### config.mk
export PLATFORM = sky130hd
export DESIGN_NAME = shortest_remaining_time_scheduler
export DESIGN_NICKNAME = d
export VERILOG_FILES = /design/src/hdl/srtf_pkg.sv /design/src/hdl/srtf_table.sv /design/src/hdl/srtf_pick.sv /design/src/hdl/shortest_remaining_time_scheduler.sv
export SDC_FILE = /design/constraint.sdc
export NUM_CORES = 1
export LEC_CHECK = 0
export ABC_CLOCK_PERIOD_IN_PS = 5900
export BUFFER_PORTS_ARGS = -buffer_cell sky130_fd_sc_hd__buf_2
export CAP_MARGIN = 20
export CORE_AREA = 2 2 264 266
export CTS_BUF_LIST = sky130_fd_sc_hd__clkbuf_8
export CTS_CLUSTER_DIAMETER = 100
export CTS_CLUSTER_SIZE = 24
export DETAILED_ROUTE_END_ITERATION = 10
export DIE_AREA = 0 0 266 268
export PLACE_DENSITY = 0.71
export SYNTH_ARGS = -nofsm -noshare
export SYNTH_HDL_FRONTEND = slang
export SYNTH_SLANG_ARGS = --single-unit
### constraint.sdc
create_clock -name clk -period 5.9 [get_ports clk]
set_input_delay 1.18 -clock clk [delete_from_list [all_inputs] [get_ports clk]]
set_output_delay 1.18 -clock clk [all_outputs]
set_load 0.05 [all_outputs]
### src/hdl/srtf_pkg.sv
// Shared types and constants for the shortest-remaining-time scheduler.
`timescale 1ns / 1ps

package srtf_pkg;

	// Fixed field widths of the request and result ports.
	localparam int DATA_W = 16;
	localparam int SLOT_W = 4;

	// Request codes.
	localparam logic [1:0] REQ_LOAD  = 2'd0;
	localparam logic [1:0] REQ_TICK  = 2'd1;
	localparam logic [1:0] REQ_CLEAR = 2'd2;

	// One job table entry as read out of the table memories.
	typedef struct packed {
		logic [DATA_W-1:0] arr;
		logic [DATA_W-1:0] burst;
		logic [DATA_W-1:0] rem;
	} entry_t;

	// Control from the sequencer to the compare unit.
	typedef struct packed {
		logic init;
		logic take;
	} pick_ctl_t;

endpackage

### src/hdl/srtf_table.sv
// Job table: arrival, burst and remaining-time memories plus per-slot valid bits.
`timescale 1ns / 1ps

module srtf_table #(
	parameter int NUM_SLOTS = 16,
	parameter int IDX_W     = 4
) (
	input  logic                  clk,
	input  logic                  arst_n,
	input  logic                  clr,
	input  logic                  ld_en,
	input  logic [IDX_W-1:0]      ld_addr,
	input  logic [srtf_pkg::DATA_W-1:0] ld_arr,
	input  logic [srtf_pkg::DATA_W-1:0] ld_burst,
	input  logic                  up_en,
	input  logic [IDX_W-1:0]      up_addr,
	input  logic [srtf_pkg::DATA_W-1:0] up_rem,
	input  logic [IDX_W-1:0]      rd_addr,
	output srtf_pkg::entry_t      rd_entry,
	output logic                  rd_valid
);
	import srtf_pkg::*;

	logic [DATA_W-1:0]    arr_mem [NUM_SLOTS];
	logic [DATA_W-1:0]    bur_mem [NUM_SLOTS];
	logic [DATA_W-1:0]    rem_mem [NUM_SLOTS];
	logic [NUM_SLOTS-1:0] valid_q;
	entry_t               rd_entry_q;
	logic                 rd_valid_q;

	// Load writes a whole entry; a tick update rewrites only the remaining time.
	always_ff @(posedge clk) begin
		if (ld_en) begin
			arr_mem[ld_addr] <= ld_arr;
			bur_mem[ld_addr] <= ld_burst;
		end
		if (ld_en) begin
			rem_mem[ld_addr] <= ld_burst;
		end else if (up_en) begin
			rem_mem[up_addr] <= up_rem;
		end
	end

	// Registered read of the entry being scanned.
	always_ff @(posedge clk) begin
		rd_entry_q.arr   <= arr_mem[rd_addr];
		rd_entry_q.burst <= bur_mem[rd_addr];
		rd_entry_q.rem   <= rem_mem[rd_addr];
	end

	// Valid bits: set by a load, all dropped by a clear.
	always_ff @(posedge clk or negedge arst_n) begin
		if (!arst_n) begin
			valid_q    <= '0;
			rd_valid_q <= 1'b0;
		end else begin
			if (clr) begin
				valid_q <= '0;
			end else if (ld_en) begin
				valid_q[ld_addr] <= 1'b1;
			end
			rd_valid_q <= valid_q[rd_addr];
		end
	end

	assign rd_entry = rd_entry_q;
	assign rd_valid = rd_valid_q;

endmodule

### src/hdl/srtf_pick.sv
// Shared compare unit that keeps the best eligible job seen during a scan.
`timescale 1ns / 1ps

module srtf_pick #(
	parameter int IDX_W     = 4,
	parameter int TIME_BITS = 16
) (
	input  logic                  clk,
	input  logic                  arst_n,
	input  srtf_pkg::pick_ctl_t   ctl,
	input  srtf_pkg::entry_t      cand,
	input  logic                  cand_valid,
	input  logic [IDX_W-1:0]      cand_idx,
	input  logic [TIME_BITS-1:0]  now,
	output logic                  found,
	output logic [IDX_W-1:0]      best_idx,
	output srtf_pkg::entry_t      best
);
	import srtf_pkg::*;

	localparam int CW = (TIME_BITS > DATA_W) ? TIME_BITS : DATA_W;

	logic         found_q;
	logic [IDX_W-1:0] best_idx_q;
	entry_t       best_q;
	logic         elig;
	logic         better;

	// Eligible: loaded, not finished, and already arrived.
	assign elig = cand_valid && (cand.rem != '0) && (CW'(cand.arr) <= CW'(now));

	// Strictly better only, so an exact tie keeps the lower slot seen first.
	assign better = !found_q || (cand.rem < best_q.rem) ||
		((cand.rem == best_q.rem) && (cand.arr < best_q.arr));

	always_ff @(posedge clk or negedge arst_n) begin
		if (!arst_n) begin
			found_q <= 1'b0;
		end else if (ctl.init) begin
			found_q <= 1'b0;
		end else if (ctl.take && elig) begin
			found_q <= 1'b1;
		end
	end

	// Best-candidate payload follows the same win condition.
	always_ff @(posedge clk) begin
		if (!ctl.init && ctl.take && elig && better) begin
			best_q     <= cand;
			best_idx_q <= cand_idx;
		end
	end

	assign found    = found_q;
	assign best_idx = best_idx_q;
	assign best     = best_q;

endmodule

### src/hdl/shortest_remaining_time_scheduler.sv
// Top level: request sequencer, time counter and result register.
//
// Channel   Direction  Handshake               Fields
// request   in         start high, busy low    req_type, slot, arrival, burst
// result    out        done, one cycle         idle, chosen_slot, chosen_burst,
//                                              left_after, elapsed
//
// Load and clear take effect at the transfer edge; busy stays low.
// A tick scans the table one slot per cycle through one compare unit,
// then passes through a drain state and an update state before the done strobe,
// and a new request is taken in the cycle that done is shown.
// Reset empties the table and zeroes the time counter at once.
// The receiver cannot stall; each result is shown for exactly one cycle.
`timescale 1ns / 1ps

module shortest_remaining_time_scheduler #(
	parameter int NUM_SLOTS = 16,
	parameter int TIME_BITS = 16
) (
	input  logic                          clk,
	input  logic                          arst_n,
	input  logic                          start,
	output logic                          busy,
	input  logic [1:0]                    req_type,
	input  logic [srtf_pkg::SLOT_W-1:0]   slot,
	input  logic [srtf_pkg::DATA_W-1:0]   arrival,
	input  logic [srtf_pkg::DATA_W-1:0]   burst,
	output logic                          done,
	output logic                          idle,
	output logic [srtf_pkg::SLOT_W-1:0]   chosen_slot,
	output logic [srtf_pkg::DATA_W-1:0]   chosen_burst,
	output logic [srtf_pkg::DATA_W-1:0]   left_after,
	output logic [srtf_pkg::DATA_W-1:0]   elapsed
);
	import srtf_pkg::*;

	localparam int IDX_W = (NUM_SLOTS > 1) ? $clog2(NUM_SLOTS) : 1;
	localparam int CW    = (TIME_BITS > DATA_W) ? TIME_BITS : DATA_W;

	localparam logic [1:0] ST_IDLE   = 2'd0;
	localparam logic [1:0] ST_SCAN   = 2'd1;
	localparam logic [1:0] ST_DRAIN  = 2'd2;
	localparam logic [1:0] ST_UPDATE = 2'd3;

	logic [1:0]           state_q;
	logic [IDX_W-1:0]     idx_q;
	logic [IDX_W-1:0]     idx_s1;
	logic                 take_s1;
	logic [TIME_BITS-1:0] time_q;
	logic [TIME_BITS-1:0] time_nxt;
	logic [CW-1:0]        time_wide;

	logic                 done_q;
	logic                 idle_q;
	logic [SLOT_W-1:0]    chosen_slot_q;
	logic [DATA_W-1:0]    chosen_burst_q;
	logic [DATA_W-1:0]    left_after_q;
	logic [DATA_W-1:0]    elapsed_q;

	logic                 accept;
	logic                 slot_ok;
	logic                 ld_en;
	logic                 clr;
	logic                 tick_go;
	logic                 up_en;
	logic [DATA_W-1:0]    left_nxt;
	entry_t               rd_entry;
	logic                 rd_valid;
	pick_ctl_t            pick_ctl;
	logic                 best_found;
	logic [IDX_W-1:0]     best_idx;
	entry_t               best;

	// Request decode at the transfer edge.
	assign accept  = start && !busy;
	assign slot_ok = (32'(slot) < NUM_SLOTS);
	assign ld_en   = accept && (req_type == REQ_LOAD) && slot_ok;
	assign clr     = accept && (req_type == REQ_CLEAR);
	assign tick_go = accept && (req_type == REQ_TICK);
	assign up_en   = (state_q == ST_UPDATE) && best_found;
	assign left_nxt = best.rem - DATA_W'(1);

	assign pick_ctl.init = tick_go;
	assign pick_ctl.take = take_s1;

	// Saturating time step and its clamp to the result field.
	assign time_nxt  = (time_q == '1) ? time_q : time_q + TIME_BITS'(1);
	assign time_wide = CW'(time_nxt);

	srtf_table #(
		.NUM_SLOTS(NUM_SLOTS),
		.IDX_W    (IDX_W)
	) u_table (
		.clk     (clk),
		.arst_n  (arst_n),
		.clr     (clr),
		.ld_en   (ld_en),
		.ld_addr (IDX_W'(slot)),
		.ld_arr  (arrival),
		.ld_burst(burst),
		.up_en   (up_en),
		.up_addr (best_idx),
		.up_rem  (left_nxt),
		.rd_addr (idx_q),
		.rd_entry(rd_entry),
		.rd_valid(rd_valid)
	);

	srtf_pick #(
		.IDX_W    (IDX_W),
		.TIME_BITS(TIME_BITS)
	) u_pick (
		.clk       (clk),
		.arst_n    (arst_n),
		.ctl       (pick_ctl),
		.cand      (rd_entry),
		.cand_valid(rd_valid),
		.cand_idx  (idx_s1),
		.now       (time_q),
		.found     (best_found),
		.best_idx  (best_idx),
		.best      (best)
	);

	// Sequencer: scan every slot, let the last read land, then update.
	always_ff @(posedge clk or negedge arst_n) begin
		if (!arst_n) begin
			state_q <= ST_IDLE;
			idx_q   <= '0;
			take_s1 <= 1'b0;
			time_q  <= '0;
			done_q  <= 1'b0;
		end else begin
			take_s1 <= (state_q == ST_SCAN);
			done_q  <= (state_q == ST_UPDATE);
			case (state_q)
				ST_IDLE: begin
					idx_q <= '0;
					if (clr) begin
						time_q <= '0;
					end
					if (tick_go) begin
						state_q <= ST_SCAN;
					end
				end
				ST_SCAN: begin
					idx_q <= idx_q + IDX_W'(1);
					if (idx_q == IDX_W'(NUM_SLOTS - 1)) begin
						state_q <= ST_DRAIN;
					end
				end
				ST_DRAIN: begin
					state_q <= ST_UPDATE;
				end
				ST_UPDATE: begin
					time_q  <= time_nxt;
					state_q <= ST_IDLE;
				end
				default: begin
					state_q <= ST_IDLE;
				end
			endcase
		end
	end

	// Slot index travels alongside the registered table read.
	always_ff @(posedge clk) begin
		idx_s1 <= idx_q;
	end

	// Result register, loaded in the update cycle.
	always_ff @(posedge clk) begin
		if (state_q == ST_UPDATE) begin
			idle_q <= !best_found;
			if (best_found) begin
				chosen_slot_q  <= SLOT_W'(best_idx);
				chosen_burst_q <= best.burst;
				left_after_q   <= left_nxt;
			end else begin
				chosen_slot_q  <= '0;
				chosen_burst_q <= '0;
				left_after_q   <= '0;
			end
			elapsed_q <= (time_wide > CW'({DATA_W{1'b1}})) ? {DATA_W{1'b1}}
				: time_wide[DATA_W-1:0];
		end
	end

	assign busy         = (state_q != ST_IDLE);
	assign done         = done_q;
	assign idle         = idle_q;
	assign chosen_slot  = chosen_slot_q;
	assign chosen_burst = chosen_burst_q;
	assign left_after   = left_after_q;
	assign elapsed      = elapsed_q;

`ifndef SYNTHESIS
	// A result strobe only follows the update cycle.
	a_done_after_update: assert property (@(posedge clk) disable iff (!arst_n)
		done |-> $past(state_q == ST_UPDATE))
		else $error("result strobe without an update cycle");

	// An idle tick reports all-zero job fields.
	a_idle_zero: assert property (@(posedge clk) disable iff (!arst_n)
		(done && idle) |-> (chosen_slot == '0 && chosen_burst == '0 && left_after == '0))
		else $error("idle result carries job fields");

	// A chosen job always had time left before this tick.
	a_found_nonzero: assert property (@(posedge clk) disable iff (!arst_n)
		up_en |-> (best.rem != '0))
		else $error("chosen job had no remaining time");

	// A tick transfer starts the scan on the next cycle.
	a_tick_scans: assert property (@(posedge clk) disable iff (!arst_n)
		tick_go |=> (state_q == ST_SCAN && idx_q == '0))
		else $error("tick did not start a scan");

	// Load and clear never make the block busy.
	a_load_clear_quick: assert property (@(posedge clk) disable iff (!arst_n)
		(ld_en || clr) |=> !busy)
		else $error("load or clear left the block busy");
`endif

endmodule
; ---- Yosys cells after proc, flatten, opt, wreduce, memory -nomap -nowiden
; Memories as Yosys holds them, arrays and structs flattened. A register that Yosys moved wholly into a read port is not among the register bits.
; Index checks and enable logic that the tools add are counted.
[classes]
add_sub_neg = 3
multipliers = 0
n_div = 0
magnitude_cmp = 7
n_eq_ne = 11
shifts = 0
mux = 23
bitwise = 1
n_reduce_logical = 29
[ops]
columns = operator, count
row1 = 16-bit 2-to-1 mux, 5
row2 = 16-bit < comparator, 2
row3 = 16-bit case mux with 2 select lines, 1
row4 = "16-bit by 1-bit adder with 16-bit output, second input constant", 1
row5 = 16-bit == test, 1
row6 = "16-bit == test, second input constant", 1
row7 = "16-bit > comparator, second input constant", 1
row8 = 16-bit <= comparator, 1
row9 = 16-bit bitwise OR, 1
row10 = 16-bit nonzero test, 1
row11 = 16-bit OR reduction, 1
row12 = "16-bit by 1-bit subtractor with 16-bit output, second input constant", 1
row13 = 1-bit logical AND, 13
row14 = "4-bit by 5-bit < comparator with 1-bit output, second input constant", 2
row15 = 1-bit 2-to-1 mux, 10
row16 = 2-bit nonzero test, 5
row17 = 2-bit case mux with 4 select lines, 1
row18 = 4-bit case mux with 2 select lines, 1
row19 = "2-bit == test, second input constant", 3
row20 = "4-bit by 1-bit adder with 4-bit output, second input constant", 1
row21 = 1-bit binary-select mux with 4-bit select, 1
row22 = 1-bit demux with 4-bit select, 1
row23 = "2-bit by 1-bit == test with 1-bit output, second input constant", 2
row24 = "4-bit == test, second input constant", 1
row25 = 9 further kinds, 16
[word_totals]
regBits = 151
latch_bits = 0
ramBits = 768
romBits = 0
input_bits = 41
out_inout_bits = 55
word_cells = 95
mem_count = 3
[memory_table]
columns = memory, depth, width, read_ports, rd_clocked_by_memory_dff, wr, line_no
row1 = u_table.arr_mem, 16, 16, 1, 1, 1, srtf_table.sv:24  ; logic [DATA_W-1:0] arr_mem [NUM_SLOTS];
row2 = u_table.bur_mem, 16, 16, 1, 1, 1, srtf_table.sv:25  ; logic [DATA_W-1:0] bur_mem [NUM_SLOTS];
row3 = u_table.rem_mem, 16, 16, 1, 1, 1, srtf_table.sv:26  ; logic [DATA_W-1:0] rem_mem [NUM_SLOTS];

; ---- Longest topological paths before layout
[depth]
ltp_word = 8
ltp_mapped = 10
ltp_nobuf = 8

; ---- By module
; Synthesis repeated with hierarchy kept, for this count alone.
[hier_totals]
hier_cells = 1958
area_unflattened_um2 = 37573.5
[modules_own_cells]
columns = module, n_inst, cells_each, area_per_inst_um2, seq_area_each_um2
row1 = srtf_table, 1, 1396, 30834.6, 24448.4
row2 = shortest_remaining_time_scheduler, 1, 335, 3897.5, 2272.2
row3 = srtf_pick, 1, 227, 2841.5, 1586.5

; ---- Least setup slack after synthesis
; No wires, ideal clock.
[synth_timing]
path_kind = input to register
startpoint = in req_type[0]
endpoint = mem u_table.arr_mem[12][0] (enable)
setup_time_ps = 463
arrival_time_ps = 4049
t_required_ps = 5437
path_slack_ps = 1388
path_stages = 3
n_path_buf = 0
cell_sequence = nor3_2 nand3_1 nor3_1
[synth_via]
elab_chain_cells = 4
[synth_lines]
columns = item, line_no
row1 = "start, declared", shortest_remaining_time_scheduler.sv:24  ; input logic [1:0] req_type,
row2 = 2-bit zero test, shortest_remaining_time_scheduler.sv:77  ; assign ld_en = accept && (req_type == REQ_LOAD) && slot_ok;
row3 = 1-bit logical AND, shortest_remaining_time_scheduler.sv:77
row4 = 1-bit 2-to-1 mux, srtf_table.sv:33  ; if (ld_en) begin
row5 = 1-bit 2-to-1 mux (not written as such), srtf_table.sv:34  ; arr_mem[ld_addr] <= ld_arr;
row6 = "end, declared", srtf_table.sv:24
; No other way between the ends.

; ---- Worst setup path after layout
[layout_timing]
startpoint = reg state_q[1]
endpoint = mem u_table.rem_mem[4][10] (enable)
[layout_via]
elab_chain_cells = 8
word_cells_on_any_way = 14
classes_between = eq/ne: 1 / mux: 7 / reduce/logical: 6
[layout_lines]
columns = item, line_no
row1 = "start, declared", shortest_remaining_time_scheduler.sv:45  ; logic [1:0] state_q;
row2 = "start signal, assigned", shortest_remaining_time_scheduler.sv:128  ; state_q <= ST_IDLE;
row3 = "start signal, assigned", shortest_remaining_time_scheduler.sv:143  ; state_q <= ST_SCAN;
row4 = "start signal, assigned", shortest_remaining_time_scheduler.sv:149  ; state_q <= ST_DRAIN;
row5 = 2-bit nonzero test, shortest_remaining_time_scheduler.sv:189  ; assign busy = (state_q != ST_IDLE);
row6 = 1-bit zero test, shortest_remaining_time_scheduler.sv:75  ; assign accept = start && !busy;
row7 = 1-bit logical AND, shortest_remaining_time_scheduler.sv:75
row8 = 1-bit logical AND, shortest_remaining_time_scheduler.sv:77
row9 = 1-bit 2-to-1 mux, srtf_table.sv:37  ; if (ld_en) begin
row10 = 1-bit 2-to-1 mux (not written as such), srtf_table.sv:40  ; rem_mem[up_addr] <= up_rem;
row11 = 16-bit OR reduction (no line), -
row12 = 4-bit 2-to-1 mux (no line) or 1-bit 2-to-1 mux (tied branches), -
row13 = "end, declared", srtf_table.sv:26
; Several ways; a longest one is shown, not always the timed one.

==> results_dict.tcl <==
set metrics [dict create \
    n_fill_cell 4882 \
    grt_start_max_net_pins 82 \
    layout-drive-gt1-share 0.254 \
    cts_setup_buffers 0 \
    ys.flop_type "edfxtp_1" \
    clkSinkCount 967 \
    min-delay-path-class "in2async" \
    first_global_vias 17922 \
    dp_hpwl_um 50100 \
    fp.dieW_um 266 \
    ys_seq_elements 967 \
    startpoint "state_q[1]" \
    numCtsBuffers 46 \
    synth_area_leaders "edfxtp_1, mux4_2, dfrtp_1" \
    synthCells 1769 \
    cts_tree "yes" \
    crit_end "u_table.rem_mem[4][10]" \
    htreeDepth 2 \
    hold_ws_ns 0.278 \
    firstDrtPassIters 6 \
    drc_errors 0 \
    wl_per_cell_um 27.7 \
    maxCapViolCount 0 \
    start_util 0.545 \
    grt_antenna_before_repair 6 \
    syn_area_um2 37200 \
    rr_worst_depth 8 \
    clockBufferDepth 3 \
    status "completed" \
    yosys-top-cells-count "edfxtp_1, mux4_2, nor2_1, inv_1, ha_1" \
    first_iter_violations 2076 \
    maxSlewHeadroom 0.317 \
    yosys.area.top_type_share 0.705 \
    worst_pin_slew_ns 1.02 \
    period_share 0.655 \
    leakagePower_nw 12.9 \
    yosysSeqAreaShare 0.761 \
    finalHoldViolCount 0 \
    worstSetupEndpointType "flop" \
    dieArea_um2 71300 \
    rows 96 \
    start_kind "flop" \
    fmaxAchievable_ghz 0.259 \
    gp_congestion 0.854 \
    grt_pass1_wl_um 116000 \
    vias_per_cell 6.21 \
    setup_tns_ns 0 \
    arrival_ns 4.28 \
    grt_overflow 0 \
    cts.clk_slew.worst_paths_ns 0.14 \
    grt_use_total 0.224 \
    cts_resized 0 \
    syn_to_final_growth_pct 7.51 \
    io_buffers 95 \
    nNetsFinal 2004 \
    synth_edf_count 873 \
    dr_total_vias 17609 \
    post-route-util 0.586 \
    root_buffer "clkbuf_8" \
    ant_nets 0 \
    r2r-start "state_q[1]" \
    peakVddDrop_v 0.000274 \
    cts_hold_buf 0 \
    required_ns 6.32 \
    finalCriticalPeriod_ns 3.87 \
    io_pins 96 \
    power_per_cell_area_nw_per_um2 363 \
    yosysWarnings 0 \
    syn_nets 1864 \
    final.setup_skew_ns 0.0502 \
    slew_violations 0 \
    worstReg2RegEnd "u_table.rem_mem[4][10]" \
    ys_types 58 \
    die_y_um 268 \
    ff2ff_setup_slack_ns 2.03 \
    grt_setup_unrepaired "no" \
    critical_path_class "reg2reg" \
    core_area_um2 68200 \
    clock_latency_ns 0.73 \
    setup_viol 0 \
    yosys.area.top_type "edfxtp_1" \
    wirelength_um 78500 \
    path_max_fanout 39 \
    syn_avg_cell_area_um2 21.0 \
    async_flop_share 0.0434 \
    yosysMostFrequentCell "edfxtp_1" \
]
==> cell type report <==
type                    count  area [um2]  area share
multi-input cells         675        8450       0.211
inverters                  57         214     0.00535
flip-flops and latches    967       28300       0.708
repair buffers            162        1080      0.0271
diodes                      5        12.5    0.000313
well taps                 882        1100      0.0276
clock inverters            40         180     0.00450
clock buffers              46         633      0.0158
==> logic make-up (layout without fill, tap and decap cells) <==
group | Yosys count | in the layout | synth area share
adder cells (fa/ha/maj) | 54 | 54 | 0.0182
buffers and inverters | 127 | 305 | 0.0153
XOR/XNOR | 24 | 24 | 0.00565
AO/OA/AOI/OAI | 127 | 127 | 0.0213
AND/OR/NAND/NOR | 222 | 222 | 0.0296
flip-flops | 967 | 967 | 0.761
other | 0 | 5 | 0
multiplexers | 248 | 248 | 0.149
==> flip-flops by register name (all words and copies together) (netlist names), 2 cells and up <==
name	flops
u_table.bur_mem	256
time_q	16
u_pick.best	48
u_pick.best_idx	4
elapsed	16
chosen_slot	4
idx_q	4
state_q	2
idx_s1	4
u_table.valid_q	16
u_table.rd_entry	48
chosen_burst	16
u_table.arr_mem	256
left_after	16
u_table.rem_mem	256
==> how the worst min path moves through the flow <==
| stage | from | to | slack [ns] | cells past startpoint |
|---|---|---|---|---|
| 3_3_place_gp | idx_s1[2] | u_pick.best_idx[2] | 0.39 | 0 |
| 3_5_place_dp | u_table.rd_entry[22] | u_pick.best[22] | 0.39 | 0 |
| 6_report | arst_n | done | 0.28 | 1 |
| 2_1_floorplan | idx_q[2] | idx_s1[2] | 0.35 | 0 |
| 4_1_cts | idx_s1[1] | u_pick.best_idx[1] | 0.41 | 0 |
| 5_1_grt | arst_n | done | 0.25 | 1 |
==> routing by layer <==
metal  up-vias  wire (um)  track usage
met5         -          0            0
met4         0       1420       0.0490
met3        88       5610       0.0325
met2       709      38100        0.362
met1      9359      33300        0.331
li1       7453          -            -
==> through the flow <==
stage / worst slack, ns / power (mW) / cells / instance area (um2)
2_1_floorplan: 1.39 / 10.9 / 1769 / 37200
3_3_place_gp: 1.71 / 11.9 / 2729 / 39000
3_5_place_dp: 1.70 / 12.0 / 2741 / 39100
4_1_cts: 2.08 / 14.6 / 2827 / 39900
5_1_grt: 1.71 / 15.1 / 2830 / 40000
6_report: 2.03 / 14.5 / 2834 / 40000
==> critical path: stages, from the launching register on <==
cell and delay, ns:
dfrtp_1 0.46, inv_1 0.13, ha_1 0.30, nand2_1 0.10
nor3_2 0.61, or2_2 0.68, a21oi_1 0.24, nor2_1 0.71
buf_4 0.34
==> cell usage in the layout (no fill, tap or decap), types with 4 or more instances in the layout <==
cell type	n
o21ai_1	7
nor2_4	12
clkbuf_8	46
diode_2	5
nor3_2	6
a21oi_1	35
buf_2	101
inv_1	90
nand3_1	16
o21a_1	16
xnor2_1	24
and2_1	22
nand2b_1	6
buf_4	52
nand4_1	13
ha_1	53
o21ai_0	34
mux4_2	245
edfxtp_1	873
nor2b_1	4
nor4_1	6
nor3_1	9
nand2_1	49
buf_12	8
nor2_1	57
dfxtp_1	52
dfrtp_1	38
or3_1	6
==> power breakdown <==
group | internal (mW) | total, mW | leakage (nW) | switching (mW)
Clock | 0.762 | 2.69 | 0.542 | 1.93
Sequential | 7.99 | 8.40 | 8.89 | 0.406
Combinational | 1.53 | 3.43 | 3.43 | 1.90
Total | 10.3 | 14.5 | 12.9 | 4.23
Power figures use the tool's default switching activity.
